## src/rtl/core/kbt_pkg.sv

```systemverilog
// keyboard byte translator package: sizes, status codes, column codes
// and the request structs passed between the pipeline and its memories
// no dependencies
package kbt_pkg;

  localparam int KEYMAP_ROWS   = 96;
  localparam int KEYCODE_SPACE = 128;
  localparam int KM_COLS       = 3;
  localparam int DOWN_BITS     = 128;
  localparam int ROW_W         = (KEYMAP_ROWS > 1) ? $clog2(KEYMAP_ROWS) : 1;
  localparam int DOWN_W        = $clog2(DOWN_BITS);

  localparam logic [1:0] COL_NORMAL = 2'd0;
  localparam logic [1:0] COL_FN     = 2'd1;
  localparam logic [1:0] COL_NUM    = 2'd2;

  localparam logic [7:0] FN_KEY_RESET = 8'hff;

  typedef enum logic [2:0] {
    ST_SENT      = 3'd0,
    ST_LINE_ERR  = 3'd1,
    ST_RANGE     = 3'd2,
    ST_FN_UPDATE = 3'd3,
    ST_UNMAPPED  = 3'd4,
    ST_DUPLICATE = 3'd5,
    ST_TABLE_WR  = 3'd6
  } kbt_status_t;

  typedef struct packed {
    logic             en;
    logic [ROW_W-1:0] row;
    logic [1:0]       col;
    logic [7:0]       value;
  } km_wr_t;

  typedef struct packed {
    logic             en;
    logic [ROW_W-1:0] row;
  } km_rd_t;

  typedef struct packed {
    logic              en;
    logic [DOWN_W-1:0] addr;
  } kd_rd_t;

  typedef struct packed {
    logic              en;
    logic [DOWN_W-1:0] addr;
    logic              down;
  } kd_wr_t;

endpackage

```

## src/rtl/core/kbt_ifs.sv

```systemverilog
// valid/ready channel interfaces of the keyboard byte translator
// received-byte channel, key event channel and register write channel
interface kbt_rx_if;
  logic       valid;
  logic       ready;
  logic       op;
  logic [7:0] rx_byte;
  logic       parity_error;
  logic       framing_error;
  logic       numlock_on;
  logic [6:0] table_row;
  logic [1:0] table_column;
  logic [7:0] table_value;

  modport source (
    output valid, op, rx_byte, parity_error, framing_error, numlock_on,
           table_row, table_column, table_value,
    input  ready
  );
  modport sink (
    input  valid, op, rx_byte, parity_error, framing_error, numlock_on,
           table_row, table_column, table_value,
    output ready
  );
endinterface

interface kbt_evt_if;
  logic       valid;
  logic       ready;
  logic       event_valid;
  logic [6:0] key_code;
  logic       key_pressed;
  logic [2:0] status;

  modport source (
    output valid, event_valid, key_code, key_pressed, status,
    input  ready
  );
  modport sink (
    input  valid, event_valid, key_code, key_pressed, status,
    output ready
  );
endinterface

interface kbt_cfg_if;
  logic       valid;
  logic       ready;
  logic [7:0] data;

  modport source (
    output valid, data,
    input  ready
  );
  modport sink (
    input  valid, data,
    output ready
  );
endinterface

```

## src/rtl/core/keyboard_byte_translator_unit.sv

```systemverilog
// keyboard byte translator top level: three-stage pipeline around the keymap
// and key-down memories, with the output register on the event channel
// depends on kbt_pkg, kbt_ifs, kbt_keymap and kbt_keydown
//
// Takes one beat per clock on rx while evt is not stalled, returning exactly one
// beat on evt for each, in order, via the s1, s2 and evt registers. Stage zero
// issues the keymap row read (or the table write), stage one selects the key
// code from the three columns and tracks the Fn modifier while it reads the
// key-down bit, stage two decides press/release against that bit and writes
// it back; a write from stage two is forwarded to a read of the same code
// issued on the same edge. The whole pipeline holds while an evt beat waits,
// so rx.ready follows evt.ready combinationally. The key-down map is cleared
// at reset without a sweep. Keymap entries read before being written give
// undefined codes. The Fn register is written through cfg, resets to 255 and
// is to be written only while the block is idle; the block does not enforce it.
module keyboard_byte_translator_unit (
  input  logic             clk,
  input  logic             rst,
  kbt_rx_if.sink           rx,
  kbt_evt_if.source        evt,
  kbt_cfg_if.sink          cfg
);
  import kbt_pkg::*;

  logic        adv;
  logic        acc;
  logic [7:0]  fn_key_code;
  logic        fn_held;

  logic [6:0]  rx_key;
  logic        row_ok;
  logic        key_ok;
  kbt_status_t s0_status;

  logic        s1_valid;
  logic        s1_lookup;
  logic        s1_down;
  logic        s1_numlock;
  kbt_status_t s1_status;

  logic        s2_valid;
  logic        s2_check;
  logic        s2_down;
  logic [6:0]  s2_code;
  kbt_status_t s2_status;

  logic [KM_COLS-1:0][7:0] col_data;
  logic [7:0]  code;
  logic        is_fn;
  logic        unmapped;
  kbt_status_t s1_status_next;
  logic        s1_check_next;

  logic        cur_down;
  logic        dup;
  kbt_status_t s2_status_final;

  km_wr_t      km_wr;
  km_rd_t      km_rd;
  kd_rd_t      kd_rd;
  kd_wr_t      kd_wr;

  logic        evt_valid_q;
  logic        evt_event;
  logic [6:0]  evt_code;
  logic        evt_pressed;
  kbt_status_t evt_status;

  assign adv      = !evt_valid_q || evt.ready;
  assign rx.ready = adv;
  assign acc      = rx.valid && adv;

  assign cfg.ready = 1'b1;

  always_ff @(posedge clk) begin
    if (rst) begin
      fn_key_code <= FN_KEY_RESET;
    end else if (cfg.valid && cfg.ready) begin
      fn_key_code <= cfg.data;
    end
  end

  // stage 0: decode the beat, write or read the keymap
  assign rx_key = rx.rx_byte[6:0];
  assign row_ok = {1'b0, rx.table_row} < 8'(KEYMAP_ROWS);
  assign key_ok = {1'b0, rx_key} < 8'(KEYMAP_ROWS);

  always_comb begin
    if (rx.op) begin
      s0_status = (row_ok && (rx.table_column < 2'(KM_COLS))) ? ST_TABLE_WR : ST_RANGE;
    end else if (rx.parity_error || rx.framing_error) begin
      s0_status = ST_LINE_ERR;
    end else if (!key_ok) begin
      s0_status = ST_RANGE;
    end else begin
      s0_status = ST_SENT;
    end
  end

  always_comb begin
    km_wr.en    = acc && rx.op && (s0_status == ST_TABLE_WR);
    km_wr.row   = rx.table_row[ROW_W-1:0];
    km_wr.col   = rx.table_column;
    km_wr.value = rx.table_value;
    km_rd.en    = acc && !rx.op;
    km_rd.row   = rx_key[ROW_W-1:0];
  end

  kbt_keymap u_keymap (
    .clk     (clk),
    .wr      (km_wr),
    .rd      (km_rd),
    .col_data(col_data)
  );

  always_ff @(posedge clk) begin
    if (rst) begin
      s1_valid <= 1'b0;
    end else if (adv) begin
      s1_valid <= rx.valid;
    end
  end

  always_ff @(posedge clk) begin
    if (adv) begin
      s1_status  <= s0_status;
      s1_lookup  <= !rx.op && (s0_status == ST_SENT);
      s1_down    <= !rx.rx_byte[7];
      s1_numlock <= rx.numlock_on;
    end
  end

  // stage 1: pick the code from the three columns
  assign is_fn = col_data[COL_NORMAL] == fn_key_code;

  always_comb begin
    code = col_data[COL_NORMAL];
    if (s1_numlock && (col_data[COL_NUM] != 8'd0)) begin
      code = col_data[COL_NUM];
    end
    if (fn_held && (col_data[COL_FN] != 8'd0)) begin
      code = col_data[COL_FN];
    end
  end

  assign unmapped = (code == 8'd0) || code[7] || ({1'b0, code} >= 9'(KEYCODE_SPACE));

  always_comb begin
    s1_status_next = s1_status;
    s1_check_next  = 1'b0;
    if (s1_lookup) begin
      if (is_fn) begin
        s1_status_next = ST_FN_UPDATE;
      end else if (unmapped) begin
        s1_status_next = ST_UNMAPPED;
      end else begin
        s1_check_next = 1'b1;
      end
    end
  end

  always_ff @(posedge clk) begin
    if (rst) begin
      fn_held <= 1'b0;
    end else if (adv && s1_valid && s1_lookup && is_fn) begin
      fn_held <= s1_down;
    end
  end

  always_comb begin
    kd_rd.en   = adv && s1_valid && s1_check_next;
    kd_rd.addr = code[DOWN_W-1:0];
  end

  always_ff @(posedge clk) begin
    if (rst) begin
      s2_valid <= 1'b0;
    end else if (adv) begin
      s2_valid <= s1_valid;
    end
  end

  always_ff @(posedge clk) begin
    if (adv) begin
      s2_status <= s1_status_next;
      s2_check  <= s1_check_next;
      s2_down   <= s1_down;
      s2_code   <= code[6:0];
    end
  end

  // stage 2: duplicate check and key-down update
  kbt_keydown u_keydown (
    .clk     (clk),
    .rst     (rst),
    .rd      (kd_rd),
    .wr      (kd_wr),
    .cur_down(cur_down)
  );

  assign dup = cur_down == s2_down;

  always_comb begin
    s2_status_final = s2_status;
    if (s2_check) begin
      s2_status_final = dup ? ST_DUPLICATE : ST_SENT;
    end
  end

  always_comb begin
    kd_wr.en   = adv && s2_valid && s2_check && !dup;
    kd_wr.addr = s2_code[DOWN_W-1:0];
    kd_wr.down = s2_down;
  end

  always_ff @(posedge clk) begin
    if (rst) begin
      evt_valid_q <= 1'b0;
    end else if (adv) begin
      evt_valid_q <= s2_valid;
    end
  end

  always_ff @(posedge clk) begin
    if (adv) begin
      evt_event   <= s2_check && !dup;
      evt_code    <= (s2_check && !dup) ? s2_code : 7'd0;
      evt_pressed <= s2_check && !dup && s2_down;
      evt_status  <= s2_status_final;
    end
  end

  assign evt.valid       = evt_valid_q;
  assign evt.event_valid = evt_event;
  assign evt.key_code    = evt_code;
  assign evt.key_pressed = evt_pressed;
  assign evt.status      = evt_status;

endmodule

```

## src/rtl/core/kbt_ram.sv

```systemverilog
// generic single-write, single-read synchronous ram with registered read
// no dependencies
module kbt_ram #(
  parameter int WIDTH = 8,
  parameter int DEPTH = 96,
  localparam int AW = (DEPTH > 1) ? $clog2(DEPTH) : 1
) (
  input  logic             clk,
  input  logic             we,
  input  logic [AW-1:0]    waddr,
  input  logic [WIDTH-1:0] wdata,
  input  logic             re,
  input  logic [AW-1:0]    raddr,
  output logic [WIDTH-1:0] rdata
);

  logic [WIDTH-1:0] mem [DEPTH];

  always_ff @(posedge clk) begin
    if (we) begin
      mem[waddr] <= wdata;
    end
    if (re) begin
      rdata <= mem[raddr];
    end
  end

endmodule

```

## src/rtl/core/kbt_keymap.sv

```systemverilog
// keymap store: one ram bank per column, all three read for one row at once
// depends on kbt_pkg and kbt_ram
module kbt_keymap (
  input  logic                                clk,
  input  kbt_pkg::km_wr_t                     wr,
  input  kbt_pkg::km_rd_t                     rd,
  output logic [kbt_pkg::KM_COLS-1:0][7:0]    col_data
);
  import kbt_pkg::*;

  for (genvar c = 0; c < KM_COLS; c++) begin : g_col
    kbt_ram #(
      .WIDTH(8),
      .DEPTH(KEYMAP_ROWS)
    ) u_bank (
      .clk  (clk),
      .we   (wr.en && (wr.col == 2'(c))),
      .waddr(wr.row),
      .wdata(wr.value),
      .re   (rd.en),
      .raddr(rd.row),
      .rdata(col_data[c])
    );
  end

endmodule

```

## src/rtl/core/kbt_keydown.sv

```systemverilog
// key-down map: one-bit ram with per-entry valid flops for reset clearing,
// plus forwarding of a write landing on the same edge as a read
// depends on kbt_pkg and kbt_ram
module kbt_keydown (
  input  logic            clk,
  input  logic            rst,
  input  kbt_pkg::kd_rd_t rd,
  input  kbt_pkg::kd_wr_t wr,
  output logic            cur_down
);
  import kbt_pkg::*;

  logic [DOWN_BITS-1:0] written;
  logic [DOWN_W-1:0]    addr_q;
  logic                 fwd_hit;
  logic                 fwd_val;
  logic                 ram_q;

  kbt_ram #(
    .WIDTH(1),
    .DEPTH(DOWN_BITS)
  ) u_ram (
    .clk  (clk),
    .we   (wr.en),
    .waddr(wr.addr),
    .wdata(wr.down),
    .re   (rd.en),
    .raddr(rd.addr),
    .rdata(ram_q)
  );

  always_ff @(posedge clk) begin
    if (rst) begin
      written <= '0;
      fwd_hit <= 1'b0;
    end else begin
      if (wr.en) begin
        written[wr.addr] <= 1'b1;
      end
      if (rd.en) begin
        fwd_hit <= wr.en && (wr.addr == rd.addr);
      end
    end
  end

  always_ff @(posedge clk) begin
    if (rd.en) begin
      addr_q  <= rd.addr;
      fwd_val <= wr.down;
    end
  end

  assign cur_down = fwd_hit ? fwd_val : (written[addr_q] && ram_q);

endmodule
```

## src/flat_wrapper.sv

```systemverilog
// flat-port wrapper written by rule: the top's interface ports become plain ports
module keyboard_byte_translator_unit_flat import kbt_pkg::*;
  (clk, rst, rx_valid, rx_op, rx_rx_byte, rx_parity_error, rx_framing_error, rx_numlock_on, rx_table_row, rx_table_column, rx_table_value, rx_ready, evt_valid, evt_event_valid, evt_key_code, evt_key_pressed, evt_status, evt_ready, cfg_valid, cfg_data, cfg_ready);
  kbt_rx_if rx_i ();
  kbt_evt_if evt_i ();
  kbt_cfg_if cfg_i ();
  input  logic clk;
  input  logic rst;
  input wire logic [$bits(rx_i.valid)-1:0] rx_valid;
  input wire logic [$bits(rx_i.op)-1:0] rx_op;
  input wire logic [$bits(rx_i.rx_byte)-1:0] rx_rx_byte;
  input wire logic [$bits(rx_i.parity_error)-1:0] rx_parity_error;
  input wire logic [$bits(rx_i.framing_error)-1:0] rx_framing_error;
  input wire logic [$bits(rx_i.numlock_on)-1:0] rx_numlock_on;
  input wire logic [$bits(rx_i.table_row)-1:0] rx_table_row;
  input wire logic [$bits(rx_i.table_column)-1:0] rx_table_column;
  input wire logic [$bits(rx_i.table_value)-1:0] rx_table_value;
  output wire logic [$bits(rx_i.ready)-1:0] rx_ready;
  output wire logic [$bits(evt_i.valid)-1:0] evt_valid;
  output wire logic [$bits(evt_i.event_valid)-1:0] evt_event_valid;
  output wire logic [$bits(evt_i.key_code)-1:0] evt_key_code;
  output wire logic [$bits(evt_i.key_pressed)-1:0] evt_key_pressed;
  output wire logic [$bits(evt_i.status)-1:0] evt_status;
  input wire logic [$bits(evt_i.ready)-1:0] evt_ready;
  input wire logic [$bits(cfg_i.valid)-1:0] cfg_valid;
  input wire logic [$bits(cfg_i.data)-1:0] cfg_data;
  output wire logic [$bits(cfg_i.ready)-1:0] cfg_ready;
  assign rx_i.valid = rx_valid;
  assign rx_i.op = rx_op;
  assign rx_i.rx_byte = rx_rx_byte;
  assign rx_i.parity_error = rx_parity_error;
  assign rx_i.framing_error = rx_framing_error;
  assign rx_i.numlock_on = rx_numlock_on;
  assign rx_i.table_row = rx_table_row;
  assign rx_i.table_column = rx_table_column;
  assign rx_i.table_value = rx_table_value;
  assign rx_ready = rx_i.ready;
  assign evt_valid = evt_i.valid;
  assign evt_event_valid = evt_i.event_valid;
  assign evt_key_code = evt_i.key_code;
  assign evt_key_pressed = evt_i.key_pressed;
  assign evt_status = evt_i.status;
  assign evt_i.ready = evt_ready;
  assign cfg_i.valid = cfg_valid;
  assign cfg_i.data = cfg_data;
  assign cfg_ready = cfg_i.ready;
  keyboard_byte_translator_unit u_core (.clk(clk), .rst(rst), .rx(rx_i), .evt(evt_i), .cfg(cfg_i));
endmodule
```

## config.mk

```make
export PLATFORM = sky130hd
export DESIGN_NAME = keyboard_byte_translator_unit_flat
export DESIGN_NICKNAME = d
export VERILOG_FILES = /design/src/rtl/core/kbt_pkg.sv /design/src/rtl/core/kbt_ifs.sv /design/src/rtl/core/keyboard_byte_translator_unit.sv /design/src/rtl/core/kbt_ram.sv /design/src/rtl/core/kbt_keymap.sv /design/src/rtl/core/kbt_keydown.sv /design/src/flat_wrapper.sv
export SDC_FILE = /design/constraint.sdc
export NUM_CORES = 2
export LEC_CHECK = 0
export CAP_MARGIN = 20
export CELL_PAD_IN_SITES_DETAIL_PLACEMENT = 1
export CELL_PAD_IN_SITES_GLOBAL_PLACEMENT = 1
export CORE_ASPECT_RATIO = 1.75
export CORE_UTILIZATION = 51
export CTS_CLUSTER_SIZE = 12
export DETAILED_ROUTE_END_ITERATION = 12
export DONT_BUFFER_PORTS = 1
export GPL_ROUTABILITY_DRIVEN = 1
export MAX_ROUTING_LAYER = met4
export PLACE_DENSITY_LB_ADDON = 0.2
export SLEW_MARGIN = 0
export SYNTH_ARGS = -nofsm -noshare
export SYNTH_HDL_FRONTEND = slang
export SYNTH_SLANG_ARGS = --single-unit
```

## constraint.sdc

```tcl
create_clock -name clk -period 3.66 [get_ports clk]
set_input_delay 0.732 -clock clk [delete_from_list [all_inputs] [get_ports clk]]
set_output_delay 0.732 -clock clk [all_outputs]
set_load 0.005 [all_outputs]
```

==> flow_summary_export.csv <==
group,metric,value,unit
timing,worst_slew_pin_slew,1880,ps
min_path,hp-start,"rx_parity_error",
yosys,async_flop_share,0,
grt,grt_max_degree,577,
timing,setup_viol,0,
min_path,hold_path.class,"input pin to register",
grt,antenna_found_initial,6,
routing,wire_per_inst,32.3,µm
grt,grtUsageTotal,0.270,
placed_design,post-place-ws,-91.4,ps
status,violations,"DRC, slew limit",
cts,cts_made_buffers,266,
routing,drcViolationCount,36,
pwr,leakage,36.3,nW
critical_path,r2r_cells,13,
min_path,min_delay_worst_endpoint,"u_core.s1_lookup$_DFFE_PN_",
cells_and_area,drive_above_1_share,0.294,
timing,setup_ws,24.9,ps
floorplan,start_util,0.513,
routing,drtAntennaViolNets,0,
cells_and_area,design_area,0.117,mm²
placed_design,io_buffer_count,0,
timing,max_slew_margin,-0.254,
placed_design,dpl_cell_area,0.108,mm²
timing,period_share,0.993,
critical_path,worstPathRequired,4180,ps
placed_design,dp_hpwl,162,mm
yosys,synth_top_cells_by_area,"edfxtp_1 73%, mux4_2 17%, dfxtp_1 2.7%",
cts,cts_tree,"done",
yosys,synth_fp_nets,5097,
floorplan,die_width,342,µm
timing,hold_ws,78.5,ps
timing,timing.fmax,275,MHz
critical_path,crit_fanout,77,
cells_and_area,layout.cells.non_filler,8186,
timing,maxSlewViolCount,263,
cts,root_buffer,"clkbuf_16",
floorplan,fp.coreArea,0.201,mm²
timing,tns,0,ps
routing,vias,50600,
yosys,avgSynthCellArea,20.4,µm²
cts,htree_levels,5,
cts,clockBufferDepth,4,
status,status,"complete, but fails checks",
cells_and_area,synthToLayoutAreaGrowth,13.3,%
cts,cts.clk_slew.worst_paths,60,ps
pwr,vdd_drop_max,0.356,mV
min_path,whs_path_depth,1,
yosys,synthesis.area,0.103,mm²
critical_path,setup.worst_path.end_class,"register",
routing,first_pass_iters,9,
routing,totalWireLength,265,mm
cts,clock_latency,840,ps
critical_path,reg2reg_from,"u_core.u_keydown.addr_q[0]$_DFFE_PP_",
grt,first_global_vias,54800,
timing,min_period,3640,ps
critical_path,critPathKind,"register to register",
yosys,synth_top_area_share,0.726,
routing,via_per_inst,6.18,
critical_path,reg2reg_slack,20,ps
yosys,ys.warnings.count,0,
cells_and_area,nets,5500,
floorplan,die_h,597,µm
yosys,synth-edff-count,2495,
pwr,p_per_area,510,mW/mm²
placed_design,placedCellCount,7788,
floorplan,die_area,0.204,mm²
timing,finalHoldViolations,0,
routing,drt_iter0_markers,4202,
yosys,seq_area_frac_synth,0.753,
flow_run,cap_violations,0,
cells_and_area,utilization,0.581,
critical_path,cp.arrival,4160,ps
timing,skew,44.9,ps
timing,rsz0062_at_grt,"true",
floorplan,fp-row-count,218,
floorplan,ios,57,
grt,grt_pass1_wl,383,mm
placed_design,gp_congestion,0.849,
critical_path,cp-start-kind,"register",
yosys,ys_seq_elements,2636,
yosys,syn-instance-count,5055,
pwr,total_power,59.6,mW
critical_path,reg2reg_to,"u_core.u_keydown.u_ram.mem[19]$_DFFE_PP_",
yosys,yosysTopAreaCell,"edfxtp_1",
yosys,synth_ff_type,"edfxtp_1",
grt,grt.overflow.total,0,
cts,cts_sinks,2636,
yosys,ys_types,75,
## cell usage after synthesis (4+ instances only)
cell type	n
edfxtp_1	2495
mux4_2	772
nor2_1	378
nand2_1	252
clkbuf_1	174
dfxtp_1	141
inv_1	136
o22ai_1	128
nor3_1	119
buf_1	73
mux2i_1	58
a21oi_1	41
buf_2	41
and3_1	22
nor2b_1	22
nand3_1	20
a31oi_1	15
a211oi_1	14
xnor2_1	14
buf_6	12
a211o_1	8
a311oi_1	8
nor3b_1	8
nand2b_1	7
a21o_1	5
inv_2	5
nand4_1	5
a311o_1	4
and2_1	4
o211ai_1	4
or4_1	4
## logic make-up after synthesis
group / Yosys count / synth area share
DFF: 2636 / 0.753
and+or+nand+nor: 860 / 0.0360
muxes: 832 / 0.174
buffers and inverters: 448 / 0.0180
AOI/OAI and AO/OA: 263 / 0.0172
xor gates and xnor gates: 15 / 0.00127
other: 1 / 0.0000363
## critical path, cell delays in order (launching register included)
cell and delay (ps):
edfxtp_1 430, buf_12 180, buf_16 140, buf_12 130, mux4_2 420, mux2_2 270, a22o_1 180, nand2_1 80
a41oi_2 110, a32oi_2 240, buf_4 170, mux2_4 350, buf_12 200, nor3_1 300
## flip-flops by register name, summed over array words and instances (netlist names), 3 cells and up
signal                              flops
u_core.evt.key_code                     7
u_core.u_keydown.u_ram.mem            128
u_core.u_keydown.written              128
u_core.u_keymap.g_col.u_bank.rdata     24
u_core.s2_code                          7
u_core.s1_status                        3
u_core.evt.status                       3
u_core.u_keymap.g_col.u_bank.mem     2304
u_core.s2_status                        3
u_core.fn_key_code                      8
u_core.u_keydown.addr_q                 7
## layout by cell type, fill, tap and decap left out, types with 41 or more instances in the layout
cell and count:
edfxtp_1 2495, mux4_2 772, buf_4 390, nor2_1 366
clkbuf_16 280, nand2_1 251, dfxtp_1 141, inv_1 136
o22ai_1 83, nor3_1 66, mux2i_1 57, nor3_2 53
clkbuf_1 53, o22ai_2 42, a21oi_1 41
## per-layer routing
layer  routed length, µm  global-route usage
met3               10500              0.0303
met5                   0                   -
met4               13200               0.117
met1               92200               0.297
met2              149000               0.489
## what timing repair did
action | 4_1_cts | 5_1_grt
pin swaps | 2 | 12
gates cloned | 2 | 2
hold endpoints to repair | 159 | 0
hold buffers | 24 | 0
buffers inserted | 5 | 6
endpoints found under the setup margin | 150 | 254
resized for setup | 13 | 132
## power breakdown
part	internal [mW]	switching (mW)
logic	1.18	1.01
registers	33.1	0.0666
clock network	13.6	10.7
## how the worst max path moves through the flow
stage | start | endpoint | slack, ps
after floorplan | rx_rx_byte[0] | u_core.u_keymap.g_col[0].u_bank.rdata[7]$_DFFE_PP_ | 2
after global placement | rx_rx_byte[0] | u_core.u_keymap.g_col[2].u_bank.rdata[7]$_DFFE_PP_ | -50
after detailed placement | u_core.u_keydown.addr_q[0]$_DFFE_PP_ | u_core.u_keydown.written[123]$_SDFFE_PP0P_ | -90
after CTS | u_core.u_keydown.addr_q[0]$_DFFE_PP_ | u_core.u_keydown.written[65]$_SDFFE_PP0P_ | 0.9
after global routing | u_core.u_keydown.addr_q[0]$_DFFE_PP_ | u_core.u_keydown.written[1]$_SDFFE_PP0P_ | -50
final | u_core.u_keydown.addr_q[0]$_DFFE_PP_ | u_core.u_keydown.u_ram.mem[19]$_DFFE_PP_ | 20
## layout make-up
cell class / instances / area [µm²]
antenna: 7 / 17.5
clock buffer: 334 / 7170
clock inverter: 15 / 108
fill: 17000 / 84300
inverter: 143 / 544
multi-input combinational: 1971 / 24400
sequential: 2636 / 77700
tap: 2640 / 3300
timing repair buffer: 440 / 3750
Note: power is estimated with default switching activity, not from simulation.
